<file path="src/sv/tmrl_pkg.sv">
// shared types and constants of the trimmed mean range logger
package tmrl_pkg;

  localparam int RING_DEPTH = 16;
  localparam int SLOT_W     = $clog2(RING_DEPTH);
  localparam int CNT_W      = $clog2(RING_DEPTH + 1);

  localparam int TICKS_W = 24;
  localparam int STAMP_W = 48;
  localparam int DIST_W  = 24;
  localparam int SUM_W   = 32;
  localparam int TPC_W   = 16;
  localparam int SCNT_W  = 6;
  localparam int CFG_W   = 16;
  localparam int IDX_W   = 2;

  localparam int DIV_W      = 32;
  localparam int DEN_W      = 16;
  localparam int STEP_W     = 6;
  localparam int DIST_STEPS = TICKS_W;
  localparam int MEAN_STEPS = DIV_W;

  localparam logic [SCNT_W-1:0] SAMPLE_COUNT_RST = SCNT_W'(5);
  localparam logic [TPC_W-1:0]  TICKS_PER_CM_RST = TPC_W'(23529);
  localparam logic              ENABLE_RST       = 1'b1;

  typedef enum logic [IDX_W-1:0] {
    REG_SAMPLE_COUNT = 2'd0,
    REG_TICKS_PER_CM = 2'd1,
    REG_ENABLE       = 2'd2
  } cfg_reg_t;

  typedef enum logic [2:0] {
    ST_IDLE,
    ST_DIST,
    ST_CHECK,
    ST_TRIM,
    ST_MEAN,
    ST_READ,
    ST_OUT
  } state_t;

  typedef struct packed {
    logic [TICKS_W-1:0] echo_ticks;
    logic [STAMP_W-1:0] stamp_us;
  } in_item_t;

  typedef struct packed {
    logic [DIST_W-1:0]  mean_distance;
    logic [STAMP_W-1:0] entry_stamp;
    logic [3:0]         entry_slot;
    logic [4:0]         entries_held;
  } out_item_t;

  typedef struct packed {
    logic [DIST_W-1:0]  distance;
    logic [STAMP_W-1:0] stamp;
  } ring_entry_t;

  typedef struct packed {
    logic              start;
    logic [DIV_W-1:0]  num;
    logic [DEN_W-1:0]  den;
    logic [STEP_W-1:0] steps;
  } div_req_t;

  typedef struct packed {
    logic             done;
    logic [DIV_W-1:0] quo;
  } div_rsp_t;

endpackage

</file>
<file path="src/sv/tmrl_div.sv">
// shared radix-2 restoring divider, one quotient bit per cycle
module tmrl_div (
  input  logic               clk,
  input  logic               rst,
  input  tmrl_pkg::div_req_t req,
  output tmrl_pkg::div_rsp_t rsp
);
  import tmrl_pkg::*;

  logic              busy;
  logic              done;
  logic [STEP_W-1:0] cnt;
  logic [DEN_W-1:0]  rem;
  logic [DEN_W-1:0]  den_q;
  logic [DIV_W-1:0]  quo;
  logic [DEN_W:0]    shifted;
  logic [DEN_W:0]    diff;
  logic              fits;

  always_comb begin
    shifted = {rem, quo[DIV_W-1]};
    diff    = shifted - {1'b0, den_q};
    fits    = shifted >= {1'b0, den_q};
  end

  always_ff @(posedge clk) begin
    if (rst) begin
      busy <= 1'b0;
      done <= 1'b0;
      cnt  <= '0;
    end else begin
      done <= busy && (cnt == STEP_W'(1));
      if (req.start) begin
        busy <= 1'b1;
        cnt  <= req.steps;
      end else if (busy) begin
        cnt <= cnt - STEP_W'(1);
        if (cnt == STEP_W'(1)) begin
          busy <= 1'b0;
        end
      end
    end
  end

  always_ff @(posedge clk) begin
    if (req.start) begin
      rem   <= '0;
      quo   <= req.num;
      den_q <= req.den;
    end else if (busy) begin
      rem <= fits ? diff[DEN_W-1:0] : shifted[DEN_W-1:0];
      quo <= {quo[DIV_W-2:0], fits};
    end
  end

  assign rsp.done = done;
  assign rsp.quo  = quo;

endmodule

</file>
<file path="src/sv/tmrl_ring.sv">
// ring buffer storage for logged means and timestamps
module tmrl_ring (
  input  logic                              clk,
  input  logic                              wr_en,
  input  logic [tmrl_pkg::SLOT_W-1:0]       wr_addr,
  input  tmrl_pkg::ring_entry_t             wr_data,
  input  logic                              rd_en,
  input  logic [tmrl_pkg::SLOT_W-1:0]       rd_addr,
  output tmrl_pkg::ring_entry_t             rd_data
);
  import tmrl_pkg::*;

  ring_entry_t mem [RING_DEPTH];

  always_ff @(posedge clk) begin
    if (wr_en) begin
      mem[wr_addr] <= wr_data;
    end
  end

  always_ff @(posedge clk) begin
    if (rd_en) begin
      rd_data <= mem[rd_addr];
    end
  end

endmodule

</file>
<file path="src/sv/trimmed_mean_range_logger_unit.sv">
// top level: burst tracking, sequencer and output register of the range logger
// a sample is taken in the accepting cycle, then the shared divider converts its ticks to centimetres
// and the quotient is taken; no new sample is accepted until this is done
// the last sample of a burst adds a divide for the mean, which is written to the ring, read back
// and loaded into the output register before the next beat (if disabled, no mean is computed)
// a stalled output holds the sequencer; synchronous reset restores the register defaults
// and clears the burst and ring count
module trimmed_mean_range_logger_unit (
  input  logic                         clk,
  input  logic                         rst,
  input  logic                         in_valid,
  output logic                         in_ready,
  input  tmrl_pkg::in_item_t           in_data,
  output logic                         out_valid,
  input  logic                         out_ready,
  output tmrl_pkg::out_item_t          out_data,
  input  logic                         cfg_valid,
  output logic                         cfg_ready,
  input  logic [tmrl_pkg::IDX_W-1:0]   cfg_index,
  input  logic [tmrl_pkg::CFG_W-1:0]   cfg_data
);
  import tmrl_pkg::*;

  state_t state, state_next;

  logic [SCNT_W-1:0]  sample_count;
  logic [TPC_W-1:0]   ticks_per_cm;
  logic               enable;

  logic [SCNT_W-1:0]  samples_seen;
  logic [DIST_W-1:0]  min_distance;
  logic [DIST_W-1:0]  max_distance;
  logic [SUM_W-1:0]   distance_sum;
  logic [SLOT_W-1:0]  write_slot;
  logic [CNT_W-1:0]   valid_entries;

  logic [STAMP_W-1:0] stamp_q;
  logic [SCNT_W-1:0]  m_q;
  logic [SUM_W-1:0]   trim;
  logic [SLOT_W-1:0]  slot_q;
  logic [CNT_W-1:0]   held_q;

  div_req_t           div_req;
  div_rsp_t           div_rsp;
  logic               ring_wr;
  logic               ring_rd;
  ring_entry_t        ring_wdata;
  ring_entry_t        ring_rdata;
  logic               out_load;
  logic               in_fire;

  logic [SCNT_W-1:0]  seen_inc;
  logic               burst_end;
  logic [DIST_W-1:0]  cur_distance;
  logic [DIST_W-1:0]  mean_sat;
  logic [CNT_W-1:0]   held_next;
  logic [SLOT_W-1:0]  slot_next;

  assign cfg_ready = 1'b1;
  assign in_fire   = in_valid && in_ready;

  tmrl_div u_div (
    .clk (clk),
    .rst (rst),
    .req (div_req),
    .rsp (div_rsp)
  );

  tmrl_ring u_ring (
    .clk     (clk),
    .wr_en   (ring_wr),
    .wr_addr (write_slot),
    .wr_data (ring_wdata),
    .rd_en   (ring_rd),
    .rd_addr (slot_q),
    .rd_data (ring_rdata)
  );

  always_comb begin
    cur_distance = div_rsp.quo[DIST_W-1:0];
    seen_inc  = samples_seen + SCNT_W'(1);
    burst_end = (seen_inc == '0) ||
                ({1'b0, seen_inc} >= ({1'b0, m_q} + (SCNT_W + 1)'(2)));
    mean_sat  = (div_rsp.quo[DIV_W-1:DIST_W] != '0) ? '1 : div_rsp.quo[DIST_W-1:0];
    held_next = (valid_entries < CNT_W'(RING_DEPTH)) ? valid_entries + CNT_W'(1)
                                                       : valid_entries;
    slot_next = (write_slot == SLOT_W'(RING_DEPTH - 1)) ? '0 : write_slot + SLOT_W'(1);
    ring_wdata.distance = mean_sat;
    ring_wdata.stamp    = stamp_q;
  end

  always_ff @(posedge clk) begin
    if (rst) begin
      state <= ST_IDLE;
    end else begin
      state <= state_next;
    end
  end

  always_comb begin
    state_next    = state;
    in_ready      = 1'b0;
    div_req.start = 1'b0;
    div_req.num   = '0;
    div_req.den   = '0;
    div_req.steps = '0;
    ring_wr       = 1'b0;
    ring_rd       = 1'b0;
    out_load      = 1'b0;
    case (state)
      ST_IDLE: begin
        in_ready = 1'b1;
        if (in_valid) begin
          div_req.start = 1'b1;
          div_req.num   = DIV_W'(in_data.echo_ticks) << (DIV_W - TICKS_W);
          div_req.den   = (ticks_per_cm != '0) ? ticks_per_cm : TPC_W'(1);
          div_req.steps = STEP_W'(DIST_STEPS);
          state_next    = ST_DIST;
        end
      end
      ST_DIST: begin
        if (div_rsp.done) begin
          state_next = burst_end ? ST_CHECK : ST_IDLE;
        end
      end
      ST_CHECK: begin
        state_next = ST_TRIM;
      end
      ST_TRIM: begin
        if (enable) begin
          div_req.start = 1'b1;
          div_req.num   = trim - SUM_W'(min_distance);
          div_req.den   = DEN_W'(m_q);
          div_req.steps = STEP_W'(MEAN_STEPS);
          state_next    = ST_MEAN;
        end else begin
          state_next = ST_IDLE;
        end
      end
      ST_MEAN: begin
        if (div_rsp.done) begin
          ring_wr    = 1'b1;
          state_next = ST_READ;
        end
      end
      ST_READ: begin
        ring_rd    = 1'b1;
        state_next = ST_OUT;
      end
      ST_OUT: begin
        if (!out_valid || out_ready) begin
          out_load   = 1'b1;
          state_next = ST_IDLE;
        end
      end
      default: begin
        state_next = ST_IDLE;
      end
    endcase
  end

  // configuration registers
  always_ff @(posedge clk) begin
    if (rst) begin
      sample_count <= SAMPLE_COUNT_RST;
      ticks_per_cm <= TICKS_PER_CM_RST;
      enable       <= ENABLE_RST;
    end else if (cfg_valid && cfg_ready) begin
      case (cfg_reg_t'(cfg_index))
        REG_SAMPLE_COUNT: sample_count <= cfg_data[SCNT_W-1:0];
        REG_TICKS_PER_CM: ticks_per_cm <= cfg_data[TPC_W-1:0];
        REG_ENABLE:       enable       <= cfg_data[0];
        default: begin
        end
      endcase
    end
  end

  // burst accumulators and ring bookkeeping
  always_ff @(posedge clk) begin
    if (rst) begin
      samples_seen  <= '0;
      min_distance  <= '1;
      max_distance  <= '0;
      distance_sum  <= '0;
      write_slot    <= '0;
      valid_entries <= '0;
    end else begin
      if (state == ST_DIST && div_rsp.done) begin
        samples_seen <= seen_inc;
        distance_sum <= distance_sum + SUM_W'(cur_distance);
        if (cur_distance > max_distance) begin
          max_distance <= cur_distance;
        end
        if (cur_distance < min_distance) begin
          min_distance <= cur_distance;
        end
      end
      if (state == ST_TRIM) begin
        samples_seen <= '0;
        min_distance <= '1;
        max_distance <= '0;
        distance_sum <= '0;
      end
      if (ring_wr) begin
        write_slot    <= slot_next;
        valid_entries <= held_next;
      end
    end
  end

  always_ff @(posedge clk) begin
    if (in_fire) begin
      stamp_q <= in_data.stamp_us;
      m_q     <= (sample_count != '0) ? sample_count : SCNT_W'(1);
    end
    if (state == ST_CHECK) begin
      trim <= distance_sum - SUM_W'(max_distance);
    end
    if (ring_wr) begin
      slot_q <= write_slot;
      held_q <= held_next;
    end
  end

  // output register
  always_ff @(posedge clk) begin
    if (rst) begin
      out_valid <= 1'b0;
    end else if (out_load) begin
      out_valid <= 1'b1;
    end else if (out_ready) begin
      out_valid <= 1'b0;
    end
  end

  always_ff @(posedge clk) begin
    if (out_load) begin
      out_data.mean_distance <= ring_rdata.distance;
      out_data.entry_stamp   <= ring_rdata.stamp;
      out_data.entry_slot    <= 4'(slot_q);
      out_data.entries_held  <= 5'(held_q);
    end
  end

  a_done_in_wait: assert property (@(posedge clk) disable iff (rst)
    div_rsp.done |-> (state == ST_DIST || state == ST_MEAN))
    else $error("divider finished outside a wait state");

  a_count_bound: assert property (@(posedge clk) disable iff (rst)
    valid_entries <= CNT_W'(RING_DEPTH))
    else $error("ring count above depth");

  a_busy_after_beat: assert property (@(posedge clk) disable iff (rst)
    in_fire |=> !in_ready)
    else $error("input taken while an item is in work");

  a_out_from_seq: assert property (@(posedge clk) disable iff (rst)
    $rose(out_valid) |-> $past(state == ST_OUT))
    else $error("result shown without passing the output state");

  a_min_le_max: assert property (@(posedge clk) disable iff (rst)
    (samples_seen != '0) |-> (min_distance <= max_distance))
    else $error("burst minimum above maximum");

endmodule
</file>
<file path="config.mk">
export PLATFORM = sky130hd
export DESIGN_NAME = trimmed_mean_range_logger_unit
export DESIGN_NICKNAME = d
export VERILOG_FILES = /design/src/sv/tmrl_pkg.sv /design/src/sv/tmrl_div.sv /design/src/sv/tmrl_ring.sv /design/src/sv/trimmed_mean_range_logger_unit.sv
export SDC_FILE = /design/constraint.sdc
export NUM_CORES = 2
export LEC_CHECK = 0
export ABC_AREA = 1
export CORE_ASPECT_RATIO = 1.2
export CORE_MARGIN = 8
export CORE_UTILIZATION = 41
export CTS_CLUSTER_SIZE = 14
export DETAILED_ROUTE_END_ITERATION = 8
export DONT_BUFFER_PORTS = 1
export GPL_TIMING_DRIVEN = 0
export SLEW_MARGIN = 30
export SYNTH_ARGS = -nofsm -noshare
export SYNTH_HDL_FRONTEND = slang
export SYNTH_HIERARCHICAL = 1
export SYNTH_SLANG_ARGS = --single-unit
</file>
<file path="constraint.sdc">
create_clock -name clk -period 7.6 [get_ports clk]
set_input_delay 0.38 -clock clk [delete_from_list [all_inputs] [get_ports clk]]
set_output_delay 0.38 -clock clk [all_outputs]
set_load 0.1 [all_outputs]
</file>
==> flow_summary_export.csv <==
group,metric,value,unit
outcome,run_status,"completed",
clock_network,clkSinkCount,1594,
timing,rsz0062_at_grt,"no",
floorplanning,die-height,480,um
power,swShare,0.284,
worst_setup_path,rr_worst_depth,10,
worst_setup_path,r2r_slack,3.11,ns
placement,dpl-instance-area,79300,um2
worst_setup_path,crit_slowest_cell,"inv_1",
worst_setup_path,critPathKind,"flop to flop",
logic_synthesis,synthesis.area,73700,um2
worst_setup_path,startpoint_type,"flop",
timing,hold_viol_final,0,
placement,dp_hpwl,160,mm
power,power_frac_comb,0.129,
worst_setup_path,end_kind,"flop",
worst_setup_path,rr_endpoint,"u_div/quo[8]$_DFFE_PP_",
logic_synthesis,synth_seq_cells,1594,
drt,detail_route.wl_per_cell,21.7,um
floorplanning,start_util,0.412,
power,net-switching-power,6.17,mW
worst_setup_path,crit_chain,"nor2_1 > nand2_1 > inv_1 > nand2_1 > clkbuf_1 > nand2_1 > clkinv_1 > clkbuf_1 > nand2_1 > nand2_1",
logic_synthesis,synth-warning-count,6,
clock_network,cts_buffer_depth,3,
timing,relSlewSlack,0.272,
timing,maxSlewViolCount,0,
logic_synthesis,yosysSeqAreaShare,0.630,
power,leakage,37.5,nW
timing,setup_viol,0,
power,intPower,15.5,mW
clock_network,cts_resized,0,
logic_synthesis,avgSynthCellArea,9.54,um2
clock_network,path_clk_slew,0.06,ns
drt,dr.max_layer_used,"met5",
power,p_clk_frac,0.364,
final_layout,area_growth,16.3,%
final_layout,final_common_cell,"nand2_1",
placement,place_congestion,0.900,
drt,vias,54500,
timing,worst_pin_slew,1.09,ns
clock_network,clkLatencyLatePin,0.83,ns
worst_setup_path,arrival,5.06,ns
power,irDropWorstVdd,266,uV
timing,finalCritPeriodShare,0.591,
worst_setup_path,critical_path.max_stage_delay,0.72,ns
power,pwr-share-seq,0.507,
timing,fmax,0.223,GHz
power,powerDensity,253,nW/um2
drt,final_antenna_net_count,0,
drt,drt-met1-wl,91.2,mm
drt,vias_per_cell,5.15,
job,drv_cap,0,
worst_setup_path,r2r-start,"state[0]$_SDFFE_PP0P_",
logic_synthesis,ys_types,48,
worst_setup_path,endpoint,"u_div/quo[8]$_DFFE_PP_",
drt,post-route-drc-count,0,
final_layout,nFillCells,16200,
timing,fin_crit,4.49,ns
floorplanning,rows,170,
worst_setup_path,crit_required,8.17,ns
global_routing,grt_pass1_wl,335,mm
clock_network,cts_max_level,4,
final_layout,fin_nets,8365,
floorplanning,die_area,194000,um2
global_routing,grt_overflow_total,0,
drt,drt-initial-drc-count,5279,
worst_setup_path,worstPathMaxFanout,21,
floorplanning,core_area,179000,um2
logic_synthesis,syn_inst,7723,
drt,finalWirelength,229,mm
worst_setup_path,crit_path_start,"state[0]$_SDFFE_PP0P_",
final_layout,drive_above_1_share,0.0749,
timing,final.setup_skew,0.0378,ns
floorplanning,io_pins,179,
placement,portBuffers,0,
drt,firstDrtPassIters,6,
clock_network,tritoncts,"built",
min_path,holdCritPathClass,"primary input to flop",
clock_network,post_cts_buffers,0,
drt,met2_length,111,mm
final_layout,final_util,0.480,
final_layout,layout_common_cells,"2480 x nand2_1, 1448 x edfxtp_1, 1340 x inv_1",
global_routing,antenna_found_initial,14,
clock_network,root_buffer,"clkbuf_16",
timing,hold_slack,0.0575,ns
worst_setup_path,crit_top_cell,"nand2_1",
timing,finalSetupTns,0,ns
global_routing,grt_max_degree,37,
global_routing,grtUsageTotal,0.230,
global_routing,grt_pass1_vias,52500,
final_layout,design_area,85700,um2
floorplanning,die-width,403,um
drt,route.met3.wl,17.6,mm
clock_network,cts_made_buffers,168,
metrics by stage:
step	std cells	power, mW	setup slack [ns]
6_report	10600	21.7	3.11
5_1_grt	10600	22.5	2.80
4_1_cts	10600	21.8	3.10
3_5_place_dp	10200	13.9	3.15
3_3_place_gp	10000	13.8	-4.44
2_1_floorplan	7725	12.7	0.655
power by group through the flow:
stage	registers [mW]	clock network [mW]	logic, mW
floorplan	10.8	0	1.86
global placement	11.2	0	2.61
detailed placement	11.2	0	2.71
CTS	11.0	8.05	2.78
global route	11.0	8.36	3.14
finish	11.0	7.89	2.79
worst min-delay path by stage:
stage / from / to / cells after the start
3_3_place_gp: u_ring/rd_data[50]$_DFFE_PP_ / out_data[59]$_DFFE_PP_ / 0
6_report: cfg_index[1] / ticks_per_cm[1]$_SDFFE_PP0P_ / 4
2_1_floorplan: held_q[0]$_DFFE_PP_ / out_data[0]$_DFFE_PP_ / 0
5_1_grt: cfg_index[1] / ticks_per_cm[7]$_SDFFE_PP1P_ / 4
3_5_place_dp: u_ring/rd_data[54]$_DFFE_PP_ / out_data[63]$_DFFE_PP_ / 0
4_1_cts: cfg_index[1] / ticks_per_cm[2]$_SDFFE_PP0P_ / 4
layout make-up:
cell class                 instances  area, um2  area share
buffer                           305       1650      0.0192
sequential                      1594      46400       0.542
clock buffer                     223       4470      0.0522
antenna                            6       15.0    0.000175
timing repair buffer             222       3690      0.0431
tap                             2322       2910      0.0339
multi-input combinational       4476      20700       0.242
clock inverter                    83        769     0.00898
inverter                        1350       5080      0.0592
sequential cells by signal, indices dropped and copies added, names as in the netlist, 16 cells and up:
| signal | cells |
|---|---|
| out_data | 81 |
| min_distance | 24 |
| max_distance | 24 |
| u_ring/mem | 1152 |
| stamp_q | 48 |
| u_div/rem | 16 |
| u_div/quo | 32 |
| u_div/den_q | 16 |
| u_ring/rd_data | 72 |
| ticks_per_cm | 16 |
| distance_sum | 32 |
| trim | 32 |
worst max-delay path, delay by kind of cell (launching register included):
kind                   cells  cell delay (ns)
buffers and inverters      4             2.09
flip-flops                 1             0.39
AND/OR/NAND/NOR            6             1.73
cell usage after synthesis (all sizes together):
| cell type | instances | area [um2] |
|---|---|---|
| a211oi | 2 | 15.0 |
| a21o | 7 | 52.6 |
| a21oi | 154 | 774 |
| a22oi | 2 | 15.0 |
| a31o | 1 | 8.76 |
| a31oi | 6 | 37.5 |
| and2 | 6 | 37.5 |
| and3 | 2 | 12.5 |
| buf | 248 | 1420 |
| clkbuf | 57 | 214 |
| clkinv | 2 | 7.51 |
| conb | 2 | 7.51 |
| dfxtp | 146 | 2920 |
| edfxtp | 1448 | 43500 |
| fa | 4 | 80.1 |
| ha | 149 | 1860 |
| inv | 1348 | 5070 |
| nand2 | 2483 | 9340 |
| nand3 | 1093 | 5500 |
| nand3b | 20 | 150 |
| nand4 | 31 | 194 |
| nor2 | 314 | 1210 |
| nor3 | 22 | 110 |
| nor4 | 8 | 50.1 |
| o211ai | 10 | 75.1 |
| o21a | 4 | 30.0 |
| o21ai | 95 | 479 |
| o21bai | 4 | 30.0 |
| o22ai | 2 | 12.5 |
| or2 | 4 | 25.0 |
| or4 | 1 | 7.51 |
| xnor2 | 14 | 123 |
| xor2 | 34 | 298 |
what timing repair did:
| action | in CTS | in global routing |
|---|---|---|
| hold buffers | 107 | 0 |
| endpoints found under the setup margin | 0 | 0 |
| hold endpoints to repair | 119 | 0 |
cell families after synthesis:
group | Yosys count | share of synthesized area
XOR/XNOR | 48 | 0.00571
flip-flops | 1594 | 0.630
adder cells (fa/ha/maj) | 153 | 0.0264
other | 2 | 0.000102
AND/OR/NAND/NOR | 3984 | 0.226
AO/OA/AOI/OAI | 287 | 0.0208
buffers and inverters | 1655 | 0.0911
routing by layer:
| layer | vias up | track usage |
|---|---|---|
| met4 | 8 | 0.0916 |
| met1 | 26100 | 0.287 |
| met3 | 482 | 0.0392 |
| met5 | - | 0 |
| li1 | 25700 | - |
| met2 | 2215 | 0.398 |
Note: power is estimated with default switching activity, not from simulation.
